===== config.mk =====
export PLATFORM = sky130hd
export DESIGN_NAME = unique_bit_pattern_swap_table_unit_flat
export DESIGN_NICKNAME = d
export VERILOG_FILES = /design/src/design/ubpst_pkg.sv /design/src/design/ubpst_ifs.sv /design/src/design/ubpst_ctrl.sv /design/src/design/ubpst_dp.sv /design/src/design/unique_bit_pattern_swap_table_unit.sv /design/src/flat_wrapper.sv
export SDC_FILE = /design/constraint.sdc
export NUM_CORES = 2
export LEC_CHECK = 0
export ABC_AREA = 1
export BUFFER_PORTS_ARGS = -buffer_cell sky130_fd_sc_hd__buf_4
export CORE_MARGIN = 1.5
export CORE_UTILIZATION = 45
export CTS_BUF_LIST = sky130_fd_sc_hd__clkbuf_8
export DETAILED_ROUTE_END_ITERATION = 10
export HOLD_SLACK_MARGIN = 0.1
export PLACE_DENSITY = 0.56
export SLEW_MARGIN = 20
export SYNTH_ARGS = -nofsm -noshare
export SYNTH_HDL_FRONTEND = slang
export SYNTH_HIERARCHICAL = 1
export SYNTH_MEMORY_MAX_BITS = 65536
export SYNTH_SLANG_ARGS = --single-unit

===== constraint.sdc =====
create_clock -name clk -period 16 [get_ports clk]
set_clock_uncertainty 0.1 [all_clocks]
set_input_delay 2.4 -clock clk [delete_from_list [all_inputs] [get_ports clk]]
set_output_delay 2.4 -clock clk [all_outputs]
set_load 0.02 [all_outputs]

===== src/design/ubpst_pkg.sv =====
package ubpst_pkg;

	// table geometry
	localparam int MAX_PATTERNS = 64;
	localparam int SLOT_W       = $clog2(MAX_PATTERNS);
	localparam int CNT_W        = $clog2(MAX_PATTERNS + 1);

	// field widths
	localparam int WORD_W     = 64;
	localparam int INDEX_W    = 6;
	localparam int POS_W      = 6;
	localparam int LEN_W      = 7;
	localparam int OP_W       = 2;
	localparam int STATUS_W   = 3;
	localparam int CFG_IDX_W  = 1;
	localparam int CFG_DATA_W = 7;
	localparam int PCOUNT_W   = 7;

	// remainder unit: one quotient bit per cycle
	localparam int MOD_K_W  = $clog2(INDEX_W);
	localparam int MOD_SH_W = CNT_W + INDEX_W;

	localparam logic [PCOUNT_W-1:0] PCOUNT_RST = PCOUNT_W'(10);

	// operations
	localparam logic [OP_W-1:0] OP_LOAD = 2'd0;
	localparam logic [OP_W-1:0] OP_SWAP = 2'd1;
	localparam logic [OP_W-1:0] OP_SET  = 2'd2;
	localparam logic [OP_W-1:0] OP_READ = 2'd3;

	// result status
	localparam logic [STATUS_W-1:0] ST_DONE         = 3'd0;
	localparam logic [STATUS_W-1:0] ST_NOT_ENABLED  = 3'd1;
	localparam logic [STATUS_W-1:0] ST_NOT_IMPROV   = 3'd2;
	localparam logic [STATUS_W-1:0] ST_BAD_POS      = 3'd3;
	localparam logic [STATUS_W-1:0] ST_DUPLICATE    = 3'd4;
	localparam logic [STATUS_W-1:0] ST_LEN_MISMATCH = 3'd5;

	// config register indexes
	localparam logic [CFG_IDX_W-1:0] CFG_PATTERN_COUNT = 1'd0;
	localparam logic [CFG_IDX_W-1:0] CFG_CHANGES_EN    = 1'd1;

	typedef struct packed {
		logic cap;       // take the input transfer
		logic mod_step;  // one restoring-remainder step
		logic rd_slot;   // read addressed entry
		logic cur_load;  // latch entry and its length
		logic dec_load;  // latch operation decision
		logic scan_rd;   // read next table entry for duplicate scan
		logic commit;    // write back and form final result
		logic out_load;  // load output register
	} dp_cmd_t;

	typedef struct packed {
		logic mod_last;
		logic need_scan;
		logic scan_last;
	} dp_sts_t;

	// top set bit position plus one
	function automatic logic [LEN_W-1:0] len_of(input logic [WORD_W-1:0] w);
		logic [LEN_W-1:0] n;
		n = '0;
		for (int i = 0; i < WORD_W; i++) begin
			if (w[i]) n = LEN_W'(i + 1);
		end
		return n;
	endfunction

endpackage


===== src/design/ubpst_ifs.sv =====
interface ubpst_req_if
	import ubpst_pkg::*;
();
	logic                valid;
	logic                ready;
	logic [OP_W-1:0]     op;
	logic [INDEX_W-1:0]  index;
	logic [WORD_W-1:0]   pattern;
	logic                improvable;
	logic [POS_W-1:0]    zero_pos;
	logic [POS_W-1:0]    one_pos;

	modport source (output valid, op, index, pattern, improvable, zero_pos, one_pos,
		input ready);
	modport sink (input valid, op, index, pattern, improvable, zero_pos, one_pos,
		output ready);
endinterface

interface ubpst_rsp_if
	import ubpst_pkg::*;
();
	logic                valid;
	logic                ready;
	logic [STATUS_W-1:0] status;
	logic [WORD_W-1:0]   entry_value;
	logic                entry_improvable;
	logic [LEN_W-1:0]    entry_length;

	modport source (output valid, status, entry_value, entry_improvable, entry_length,
		input ready);
	modport sink (input valid, status, entry_value, entry_improvable, entry_length,
		output ready);
endinterface


===== src/design/ubpst_ctrl.sv =====
module ubpst_ctrl
	import ubpst_pkg::*;
(
	input  logic    clk,
	input  logic    arst_n,
	input  logic    in_valid,
	output logic    in_ready,
	output logic    out_valid,
	input  logic    out_ready,
	input  dp_sts_t sts,
	output dp_cmd_t cmd
);

	localparam logic [3:0] S_IDLE  = 4'd0;
	localparam logic [3:0] S_MOD   = 4'd1;
	localparam logic [3:0] S_RD    = 4'd2;
	localparam logic [3:0] S_CUR   = 4'd3;
	localparam logic [3:0] S_DEC   = 4'd4;
	localparam logic [3:0] S_SCAN  = 4'd5;
	localparam logic [3:0] S_DRAIN = 4'd6;
	localparam logic [3:0] S_WR    = 4'd7;
	localparam logic [3:0] S_OUT   = 4'd8;

	logic [3:0] state_q, state_d;
	logic       out_valid_q;

	always_comb begin
		state_d = state_q;
		cmd     = '0;
		unique case (state_q)
			S_IDLE: begin
				if (in_valid) begin
					cmd.cap = 1'b1;
					state_d = S_MOD;
				end
			end
			S_MOD: begin
				cmd.mod_step = 1'b1;
				if (sts.mod_last) state_d = S_RD;
			end
			S_RD: begin
				cmd.rd_slot = 1'b1;
				state_d     = S_CUR;
			end
			S_CUR: begin
				cmd.cur_load = 1'b1;
				state_d      = S_DEC;
			end
			S_DEC: begin
				cmd.dec_load = 1'b1;
				state_d      = sts.need_scan ? S_SCAN : S_WR;
			end
			S_SCAN: begin
				cmd.scan_rd = 1'b1;
				if (sts.scan_last) state_d = S_DRAIN;
			end
			S_DRAIN: state_d = S_WR;
			S_WR: begin
				cmd.commit = 1'b1;
				state_d    = S_OUT;
			end
			S_OUT: begin
				// output register must be free or emptied this cycle
				if (!out_valid_q || out_ready) begin
					cmd.out_load = 1'b1;
					state_d      = S_IDLE;
				end
			end
			default: state_d = S_IDLE;
		endcase
	end

	always_ff @(posedge clk or negedge arst_n) begin
		if (!arst_n) begin
			state_q     <= S_IDLE;
			out_valid_q <= 1'b0;
		end else begin
			state_q <= state_d;
			if (cmd.out_load) out_valid_q <= 1'b1;
			else if (out_ready) out_valid_q <= 1'b0;
		end
	end

	assign in_ready  = (state_q == S_IDLE);
	assign out_valid = out_valid_q;

endmodule


===== src/design/ubpst_dp.sv =====
module ubpst_dp
	import ubpst_pkg::*;
(
	input  logic                  clk,
	input  logic                  arst_n,
	input  dp_cmd_t               cmd,
	output dp_sts_t               sts,
	input  logic                  cfg_we,
	input  logic [CFG_IDX_W-1:0]  cfg_index,
	input  logic [CFG_DATA_W-1:0] cfg_data,
	input  logic [OP_W-1:0]       in_op,
	input  logic [INDEX_W-1:0]    in_index,
	input  logic [WORD_W-1:0]     in_pattern,
	input  logic                  in_improvable,
	input  logic [POS_W-1:0]      in_zero_pos,
	input  logic [POS_W-1:0]      in_one_pos,
	output logic [STATUS_W-1:0]   out_status,
	output logic [WORD_W-1:0]     out_value,
	output logic                  out_improvable,
	output logic [LEN_W-1:0]      out_length
);

	// config
	logic [PCOUNT_W-1:0] pcount_q;
	logic                chg_en_q;
	logic [CNT_W-1:0]    cnt;

	// captured item
	logic [OP_W-1:0]    op_q;
	logic [INDEX_W-1:0] rem_q;
	logic [MOD_K_W-1:0] k_q;
	logic [WORD_W-1:0]  pat_q;
	logic               pflag_q;
	logic [LEN_W-1:0]   pat_len_q;
	logic [POS_W-1:0]   zpos_q;
	logic [POS_W-1:0]   opos_q;

	// table and entry under work
	logic [WORD_W:0]    mem_q [MAX_PATTERNS];
	logic [WORD_W:0]    rd_q;
	logic [WORD_W-1:0]  cur_q;
	logic               cur_flag_q;
	logic [LEN_W-1:0]   cur_len_q;

	// decision
	logic [STATUS_W-1:0] status_q, dec_status;
	logic [WORD_W-1:0]   new_val_q, dec_val, cand;
	logic                new_flag_q, dec_flag;
	logic                wr_q, dec_wr, need_scan, pos_bad;

	// duplicate scan
	logic [SLOT_W-1:0]   scan_q;
	logic                cmp_en_q;
	logic                dup_q;

	// final result
	logic [STATUS_W-1:0] fin_status_q;
	logic [WORD_W-1:0]   fin_val_q;
	logic                fin_flag_q;
	logic                commit_wr;

	// output register
	logic [STATUS_W-1:0] out_status_q;
	logic [WORD_W-1:0]   out_val_q;
	logic                out_flag_q;
	logic [LEN_W-1:0]    out_len_q;

	logic [MOD_SH_W-1:0] dvs, rem_ext;
	logic [SLOT_W-1:0]   slot, raddr;

	// count clamped to 1..MAX_PATTERNS
	always_comb begin
		if (pcount_q == '0) cnt = CNT_W'(1);
		else if (int'(pcount_q) > MAX_PATTERNS) cnt = CNT_W'(MAX_PATTERNS);
		else cnt = CNT_W'(pcount_q);
	end

	assign dvs     = MOD_SH_W'(cnt) << k_q;
	assign rem_ext = MOD_SH_W'(rem_q);
	assign slot    = SLOT_W'(rem_q);
	assign raddr   = cmd.scan_rd ? scan_q : slot;

	assign cand    = (cur_q & ~(WORD_W'(1) << opos_q)) | (WORD_W'(1) << zpos_q);
	assign pos_bad = (LEN_W'(zpos_q) >= cur_len_q) || (LEN_W'(opos_q) >= cur_len_q)
		|| !cur_q[opos_q] || cur_q[zpos_q];

	always_comb begin
		dec_status = ST_DONE;
		dec_val    = cur_q;
		dec_flag   = cur_flag_q;
		dec_wr     = 1'b0;
		need_scan  = 1'b0;
		unique case (op_q)
			OP_LOAD: begin
				dec_val  = pat_q;
				dec_flag = pflag_q;
				dec_wr   = 1'b1;
			end
			OP_SWAP: begin
				if (!chg_en_q) dec_status = ST_NOT_ENABLED;
				else if (!cur_flag_q) dec_status = ST_NOT_IMPROV;
				else if (pos_bad) dec_status = ST_BAD_POS;
				else begin
					dec_val   = cand;
					dec_wr    = 1'b1;
					need_scan = 1'b1;
				end
			end
			OP_SET: begin
				if (pat_len_q == cur_len_q) begin
					dec_val = pat_q;
					dec_wr  = 1'b1;
				end else begin
					dec_status = ST_LEN_MISMATCH;
				end
			end
			OP_READ: ;
			default: ;
		endcase
	end

	assign commit_wr = wr_q && !dup_q;

	assign sts.mod_last  = (k_q == '0);
	assign sts.need_scan = need_scan;
	assign sts.scan_last = (CNT_W'(scan_q) == cnt - CNT_W'(1));

	always_ff @(posedge clk or negedge arst_n) begin
		if (!arst_n) begin
			pcount_q <= PCOUNT_RST;
			chg_en_q <= 1'b0;
			cmp_en_q <= 1'b0;
		end else begin
			if (cfg_we) begin
				unique case (cfg_index)
					CFG_PATTERN_COUNT: pcount_q <= cfg_data;
					CFG_CHANGES_EN:    chg_en_q <= cfg_data[0];
					default: ;
				endcase
			end
			cmp_en_q <= cmd.scan_rd;
		end
	end

	always_ff @(posedge clk) begin
		if (cmd.cap) begin
			op_q      <= in_op;
			rem_q     <= in_index;
			k_q       <= MOD_K_W'(INDEX_W - 1);
			pat_q     <= in_pattern;
			pflag_q   <= in_improvable;
			pat_len_q <= len_of(in_pattern);
			zpos_q    <= in_zero_pos;
			opos_q    <= in_one_pos;
			dup_q     <= 1'b0;
		end
		if (cmd.mod_step) begin
			if (rem_ext >= dvs) rem_q <= INDEX_W'(rem_ext - dvs);
			k_q <= k_q - MOD_K_W'(1);
		end
		if (cmd.cur_load) begin
			cur_q      <= rd_q[WORD_W-1:0];
			cur_flag_q <= rd_q[WORD_W];
			cur_len_q  <= len_of(rd_q[WORD_W-1:0]);
		end
		if (cmd.dec_load) begin
			status_q   <= dec_status;
			new_val_q  <= dec_val;
			new_flag_q <= dec_flag;
			wr_q       <= dec_wr;
			scan_q     <= '0;
		end
		if (cmd.scan_rd) scan_q <= scan_q + SLOT_W'(1);
		if (cmp_en_q && (rd_q[WORD_W-1:0] == new_val_q)) dup_q <= 1'b1;
		if (cmd.commit) begin
			fin_status_q <= dup_q ? ST_DUPLICATE : status_q;
			fin_val_q    <= commit_wr ? new_val_q : cur_q;
			fin_flag_q   <= commit_wr ? new_flag_q : cur_flag_q;
		end
		if (cmd.out_load) begin
			out_status_q <= fin_status_q;
			out_val_q    <= fin_val_q;
			out_flag_q   <= chg_en_q & fin_flag_q;
			out_len_q    <= len_of(fin_val_q);
		end
	end

	// pattern table, flag in the top bit
	always_ff @(posedge clk) begin
		if (cmd.commit && commit_wr) mem_q[slot] <= {new_flag_q, new_val_q};
		if (cmd.rd_slot || cmd.scan_rd) rd_q <= mem_q[raddr];
	end

	assign out_status     = out_status_q;
	assign out_value      = out_val_q;
	assign out_improvable = out_flag_q;
	assign out_length     = out_len_q;

endmodule


===== src/design/unique_bit_pattern_swap_table_unit.sv =====
// Spaced-seed pattern table with guarded bit swaps.
// Channels: req (sink) carries op, index, pattern, improvable, zero_pos, one_pos;
// rsp (source) returns status, entry_value, entry_improvable, entry_length.
// A transfer happens on a clock edge with valid and ready both high. Every
// request yields exactly one response describing the addressed entry after
// the operation. cfg_we/cfg_index/cfg_data write pattern_count (index 0) and
// changes_enabled (index 1); write only while no request is in flight.
// Sequence: the index remainder, one step per quotient bit, then read, entry
// latch, decode, write-back and output load. A swap that passes its checks
// adds a uniqueness scan over every entry in use (pattern_count clamped to
// 1..64), one table read per cycle through the single read port, and a drain
// step. A new request is taken in the cycle after the previous response is
// loaded, so the block works on one request at a time.
// A stalled response sits in the output register; the next request is still
// taken and runs until its own response would overwrite, then waits.
// Reset (arst_n low, async) returns the controller to idle, drops rsp.valid
// and restores pattern_count to 10 and changes_enabled to 0. Table contents
// are not cleared; entries must be loaded before they are read or scanned.
module unique_bit_pattern_swap_table_unit
	import ubpst_pkg::*;
(
	input  logic                  clk,
	input  logic                  arst_n,
	ubpst_req_if.sink             req,
	ubpst_rsp_if.source           rsp,
	input  logic                  cfg_we,
	input  logic [CFG_IDX_W-1:0]  cfg_index,
	input  logic [CFG_DATA_W-1:0] cfg_data
);

	dp_cmd_t cmd;
	dp_sts_t sts;

	// sequencer: one item at a time, output register decoupled
	ubpst_ctrl u_ctrl (
		.clk       (clk),
		.arst_n    (arst_n),
		.in_valid  (req.valid),
		.in_ready  (req.ready),
		.out_valid (rsp.valid),
		.out_ready (rsp.ready),
		.sts       (sts),
		.cmd       (cmd)
	);

	// remainder unit, table memory, checks, scan compare and output register
	ubpst_dp u_dp (
		.clk            (clk),
		.arst_n         (arst_n),
		.cmd            (cmd),
		.sts            (sts),
		.cfg_we         (cfg_we),
		.cfg_index      (cfg_index),
		.cfg_data       (cfg_data),
		.in_op          (req.op),
		.in_index       (req.index),
		.in_pattern     (req.pattern),
		.in_improvable  (req.improvable),
		.in_zero_pos    (req.zero_pos),
		.in_one_pos     (req.one_pos),
		.out_status     (rsp.status),
		.out_value      (rsp.entry_value),
		.out_improvable (rsp.entry_improvable),
		.out_length     (rsp.entry_length)
	);

endmodule


===== src/flat_wrapper.sv =====
// flat-port wrapper written by rule: the top's interface ports become plain ports
module unique_bit_pattern_swap_table_unit_flat import ubpst_pkg::*;
  (clk, arst_n, cfg_we, cfg_index, cfg_data, req_valid, req_op, req_index, req_pattern, req_improvable, req_zero_pos, req_one_pos, req_ready, rsp_valid, rsp_status, rsp_entry_value, rsp_entry_improvable, rsp_entry_length, rsp_ready);
  ubpst_req_if req_i ();
  ubpst_rsp_if rsp_i ();
  input  logic clk;
  input  logic arst_n;
  input  logic cfg_we;
  input  logic [CFG_IDX_W-1:0] cfg_index;
  input  logic [CFG_DATA_W-1:0] cfg_data;
  input wire logic [$bits(req_i.valid)-1:0] req_valid;
  input wire logic [$bits(req_i.op)-1:0] req_op;
  input wire logic [$bits(req_i.index)-1:0] req_index;
  input wire logic [$bits(req_i.pattern)-1:0] req_pattern;
  input wire logic [$bits(req_i.improvable)-1:0] req_improvable;
  input wire logic [$bits(req_i.zero_pos)-1:0] req_zero_pos;
  input wire logic [$bits(req_i.one_pos)-1:0] req_one_pos;
  output wire logic [$bits(req_i.ready)-1:0] req_ready;
  output wire logic [$bits(rsp_i.valid)-1:0] rsp_valid;
  output wire logic [$bits(rsp_i.status)-1:0] rsp_status;
  output wire logic [$bits(rsp_i.entry_value)-1:0] rsp_entry_value;
  output wire logic [$bits(rsp_i.entry_improvable)-1:0] rsp_entry_improvable;
  output wire logic [$bits(rsp_i.entry_length)-1:0] rsp_entry_length;
  input wire logic [$bits(rsp_i.ready)-1:0] rsp_ready;
  assign req_i.valid = req_valid;
  assign req_i.op = req_op;
  assign req_i.index = req_index;
  assign req_i.pattern = req_pattern;
  assign req_i.improvable = req_improvable;
  assign req_i.zero_pos = req_zero_pos;
  assign req_i.one_pos = req_one_pos;
  assign req_ready = req_i.ready;
  assign rsp_valid = rsp_i.valid;
  assign rsp_status = rsp_i.status;
  assign rsp_entry_value = rsp_i.entry_value;
  assign rsp_entry_improvable = rsp_i.entry_improvable;
  assign rsp_entry_length = rsp_i.entry_length;
  assign rsp_i.ready = rsp_ready;
  unique_bit_pattern_swap_table_unit u_core (.clk(clk), .arst_n(arst_n), .req(req_i), .rsp(rsp_i), .cfg_we(cfg_we), .cfg_index(cfg_index), .cfg_data(cfg_data));
endmodule

Yosys cells after proc, flatten, opt, wreduce, memory -nomap -nowiden
Memory sizes are Yosys's and may differ from the RTL's. A register that Yosys moved wholly into a read port is not among the register bits.
Cells that the tools add are included.
Widths: inputs -> output; s select.
{ "totals": {"word_cells": 328, "ramBits": 4160, "latchBits": 0, "output_inout_bits": 77, "register_bits": 400, "mem_count": 1, "rom_bits": 0} }
{ "memory_table": {"columns": ["name", "words", "word_bits", "read_ports", "rd_ports_with_merged_regs", "write_ports", "line_no", "source"], "rows": [
  ["u_core.u_dp.mem_q", 64, 65, 1, 1, 1, "ubpst_dp.sv:39", "logic [WORD_W:0] mem_q [MAX_PATTERNS];"]
]} }
{ "op_classes": {"n_shift": 3, "add_sub_neg": 4, "multipliers": 0, "n_eq_ne": 17, "n_reduce_logical": 21, "n_div": 0, "n_mux": 242, "bitwise": 5, "n_lt_le_gt_ge": 6} }
{ "op_table": {"columns": ["op", "n"], "rows": [
  ["$mux 7", 188],
  ["$mux 64", 5],
  ["$pmux 64 s3", 1],
  ["$shl 1x6->64 const A", 2],
  ["$and 64x64->64", 1],
  ["$eq 64x64->1", 1],
  ["$not 64->64", 1],
  ["$or 64x64->64", 1],
  ["$mux 6", 6],
  ["$pmux 4 s9", 1],
  ["$mux 1", 26],
  ["$eq 4x3->1 const B", 4],
  ["$mux 4", 4],
  ["$ge 6x7->1", 2],
  ["$lt 6x7->1 const B", 2],
  ["$ge 6x13->1", 1],
  ["$shl 7x3->13", 1],
  ["$bmux 1 s6", 2],
  ["$mux 3", 3],
  ["$eq 4x2->1 const B", 2],
  ["$mux 2", 4],
  ["$eq 6x7->1", 1],
  ["$eq 7x7->1", 1],
  ["$gt 7x7->1 const B", 1],
  ["other kinds (24)", 37]
]} }

Logic depth before layout (Yosys ltp)
{ "logic_depth": {"ltp_word": 63, "depth_mapped": 63, "mapped_depth_nobuf": 63} }

Cells and area by module
Netlist, hierarchy kept.
{ "modules_own_cells": {"columns": ["mod", "cells_each", "area_each_um2", "n_inst", "seq_area_each_um2"], "rows": [
  ["ubpst_dp", 14219, 184539.5, 1, 138620.4],
  ["ubpst_ctrl", 54, 352.8, 1, 125.1]
]} }

Worst setup path after synthesis
No wires, ideal clock.
{ "synth_timing": {"kind": "in2reg", "start": "input port req_valid", "end": "register u_core.u_dp.k_q[0], enable pin", "t_arrival_ns": 9.249, "slack_ns": 6.349, "t_required_ns": 15.598, "path_stages": 5, "setup_ns": 0.302, "path_buffers": 1, "path_cell_list": "inv_1 nor3_1 inv_1 clkbuf_1 nand2_1"} }
{ "synth_rtl": {"columns": ["item", "line_no", "source"], "rows": [
  ["start, declared", "flat_wrapper.sv:11", "input wire logic [$bits(req_i.valid)-1:0] req_valid;"],
  ["end signal, assigned", "ubpst_dp.sv:149", "k_q <= MOD_K_W'(INDEX_W - 1);"],
  ["end signal, assigned", "ubpst_dp.sv:159", "k_q <= k_q - MOD_K_W'(1);"],
  ["end, declared", "ubpst_dp.sv:31", "logic [MOD_K_W-1:0] k_q;"]
]} }

==> flow_metrics.env <==
export IMPL_globalRouteTotalUtil_pct=29.5
export IMPL_cts_resized=0
export IMPL_drive_gt1_share_pct=10.2
export IMPL_ys_ff_latch=4625
export IMPL_ys_types=53
export IMPL_grt_first_pass_wirelength_mm=881
export IMPL_hold_viol_final=0
export IMPL_area_growth_pct=11.4
export IMPL_crit_cells=16
export IMPL_startpoint_type="flip-flop"
export IMPL_fp_coreArea_sq_um=409000
export IMPL_status="complete, no violations"
export IMPL_fmax_mhz=157
export IMPL_crit_buf_inv=6
export IMPL_holdPathStages=0
export IMPL_yosys_warnings=6
export IMPL_synth_main_ff_cell="edfxtp_1"
export IMPL_rsz0062_at_grt="false"
export IMPL_cp_top_family="buffers and inverters"
export IMPL_clock_root_buffer="clkbuf_8"
export IMPL_place_inst=19232
export IMPL_p_leak_nw=66.8
export IMPL_wl_per_cell_microns=30.7
export IMPL_maxSlewViolCount=0
export IMPL_synth_seq_area_share_pct=75.0
export IMPL_cp_slowest_cell="buf_4"
export IMPL_worst_pin_slew_ns=1.24
export IMPL_ir_drop_v=0.000240
export IMPL_fin_crit_ns=6.36
export IMPL_finalSetupViolCount=0
export IMPL_final_antenna_net_count=0
export IMPL_cts_inserted_buffers=738
export IMPL_tns_ns=0
export IMPL_clk_latency_ns=1.29
export IMPL_synth_edf_count=4604
export IMPL_h_tree_depth=6
export IMPL_netlist_area_sq_um=185000
export IMPL_maxSlewHeadroom_pct=16.8
export IMPL_cts_tree="yes"
export IMPL_ios=175
export IMPL_grt_ovfl_total=0
export IMPL_powerDensity_nw_per_um2=193
export IMPL_num_rows=235
export IMPL_vias=126939
export IMPL_period_share_pct=39.7
export IMPL_clk_pin_slew_ns=0.06
export IMPL_cts_path_max_buffers=4
export IMPL_final_area_sq_um=206000
export IMPL_worstRegToRegCells=16
export IMPL_drt_wl_total_mm=630
export IMPL_post_cts_buffers=0
export IMPL_final_cells=20548
export IMPL_async_flop_share_pct=0.303
export IMPL_slowest_delay_ns=0.75
export IMPL_cts_hold_fix_buffers=0
export IMPL_mappedNetlistNets=14398
export IMPL_die_x_microns=644
export IMPL_drc=0
export IMPL_max_cap_viol_count=0
export IMPL_synthCells=14273
export IMPL_cp_end_kind="flip-flop"
export IMPL_grt_start_max_net_pins=183
export IMPL_detail_route_iter0_violations=18577
export IMPL_viasPerCell=6.18
export IMPL_path_max_fanout=168
export IMPL_dpl_cell_area_sq_um=193000
export IMPL_grt_pass1_vias=116991
export IMPL_avgSynthCellArea_sq_um=13.0
export IMPL_fp_dieArea_sq_um=415000
export IMPL_required_ns=17.02
export IMPL_place_congestion=0.968
export IMPL_min_path_type="reg -> reg"
export IMPL_antenna_found_initial=23
export IMPL_crit_type="reg -> reg"
export IMPL_cp_common_cell="buf_4"
export IMPL_path_cells="inv_2, nand2_1, nor3_2, buf_4, nand2_1, nand2_4, buf_4, buf_4, buf_12, buf_4, o21ai_0, o22ai_1, nor2_1, o221ai_1, nand3_1, nand2_1"
export IMPL_io_buffers=174
export IMPL_dp_hpwl_mm=325
export IMPL_fin_nets=14646
export IMPL_initial_core_util_pct=45.2
export IMPL_cts_sink_count=4625
export IMPL_crit_arrival_ns=7.38
export IMPL_die_h_microns=644
export IMPL_drtPass1Iterations=10
cell type report:
cell class                      instances  area, sq um
Timing Repair Buffer                  508         4240
Inverter                              398         1790
Tap cell                             5451         6820
Clock inverter                        544         2730
Multi-Input combinational cell       8250        41300
Antenna cell                           14         35.0
Fill cell                           35686       203000
Sequential cell                      4625       139000
Clock buffer                          758        10400
state kept, by name, summed over array words and instances (netlist names), 4 cells and up:
signal                  cells
u_core/u_dp/mem_q        4160
u_core/u_dp/out_value      64
u_core/u_dp/opos_q          6
u_core/u_dp/pat_len_q       7
u_core/u_dp/out_length      7
u_core/u_ctrl/state_q       4
u_core/u_dp/fin_val_q      64
u_core/u_dp/rem_q           6
u_core/u_dp/pcount_q        7
u_core/u_dp/rd_q           65
u_core/u_dp/scan_q          6
u_core/u_dp/pat_q          64
u_core/u_dp/cur_q          64
u_core/u_dp/zpos_q          6
u_core/u_dp/cur_len_q       7
u_core/u_dp/new_val_q      64
cell usage after synthesis, types with 32 or more instances:
| cell | n | area share (%) |
|---|---|---|
| o21ai_0 | 2581 | 7.0 |
| clkbuf_1 | 954 | 1.9 |
| nor4_1 | 50 | 0.17 |
| buf_1 | 40 | 0.081 |
| nor3_1 | 62 | 0.17 |
| edfxtp_1 | 4604 | 75 |
| nand3_1 | 233 | 0.63 |
| a22oi_1 | 64 | 0.26 |
| a21oi_1 | 52 | 0.14 |
| nand2_1 | 593 | 1.2 |
| xor2_1 | 32 | 0.15 |
| o221ai_1 | 260 | 1.2 |
| o21ai_1 | 169 | 0.46 |
| a221oi_1 | 61 | 0.29 |
| nor2_1 | 2786 | 5.7 |
| inv_1 | 345 | 0.70 |
| o22ai_1 | 1141 | 3.9 |
layer usage:
metal,global-route usage (%),vias up,share of wire (%)
met4,11.2,9,4.0
met1,41.9,64014,40
li1,-,54121,-
met3,6.19,1289,11
met2,44.7,7506,45
met5,0,-,0.042
layout by cell type, fill, tap and decap left out, types with 47 or more instances in the layout:
cell / netlist / final
edfxtp_1: 4604 / 4604
clkinv_1: 5 / 184
clkinv_2: 0 / 61
inv_1: 345 / 589
o221ai_1: 260 / 260
nand2_1: 593 / 591
buf_4: 1 / 474
o21ai_0: 2581 / 2581
o22ai_1: 1141 / 1141
nor2_4: 1 / 67
a21oi_1: 52 / 52
nor3_1: 62 / 58
nand3_1: 233 / 233
o21ai_1: 169 / 164
a221oi_1: 61 / 61
a22oi_1: 64 / 64
clkbuf_8: 0 / 758
nor2_1: 2786 / 2719
nor4_1: 50 / 47
cells by family (layout without fill, tap and decap cells):
logic type	count (synthesis)	count (layout)	synth area share, %
compound gates	4421	4421	13.6
xor+xnor	49	49	0.232
fa+ha+maj	27	27	0.187
buf+inv	1398	2208	2.98
flops	4625	4625	75.0
mux	3	3	0.0183
other cells	0	14	0
simple gates	3750	3750	7.92
final timing paths:
kind                                                  start                        end  slack (ns)
worst max register to register     u_core/u_ctrl/state_q[3]       u_core/u_dp/rd_q[21]        9.64
worst max-delay path               u_core/u_ctrl/state_q[3]       u_core/u_dp/rd_q[21]        9.64
worst min-delay path            u_core/u_dp/fin_status_q[0]  u_core/u_dp/out_status[0]        0.28
min in group asynchronous                            arst_n    u_core/u_dp/pcount_q[2]        0.85
max in group asynchronous                            arst_n    u_core/u_dp/pcount_q[1]       14.70
worst min register to register  u_core/u_dp/fin_status_q[0]  u_core/u_dp/out_status[0]        0.28
worst reg2reg max path, stage by stage, from the launching register on:
cell,delay [ns]
dfrtp_1,0.41
inv_2,0.09
nand2_1,0.14
nor3_2,0.13
buf_4,0.30
nand2_1,0.15
nand2_4,0.46
buf_4,0.64
buf_4,0.78
buf_12,0.57
buf_4,0.98
o21ai_0,0.26
o22ai_1,0.23
nor2_1,0.06
o221ai_1,0.41
nand3_1,0.35
nand2_1,0.16
stage by stage:
stage          hold WS [ns]  worst slack [ns]  total power, mW  util, %
2_1_floorplan         0.300              6.35             24.6        -
3_3_place_gp          0.306              9.37             30.3     47.1
3_5_place_dp          0.305              9.78             30.4     47.1
4_1_cts               0.281              9.77             39.6     50.3
5_1_grt               0.297              9.31             41.6     50.3
6_report              0.281              9.64             39.8     50.3
power by group:
group | internal [mW] | switching (mW)
registers | 14.5 | 0.512
clock network | 4.62 | 4.69
logic | 3.93 | 11.5
(Power assumes the default switching activity.)
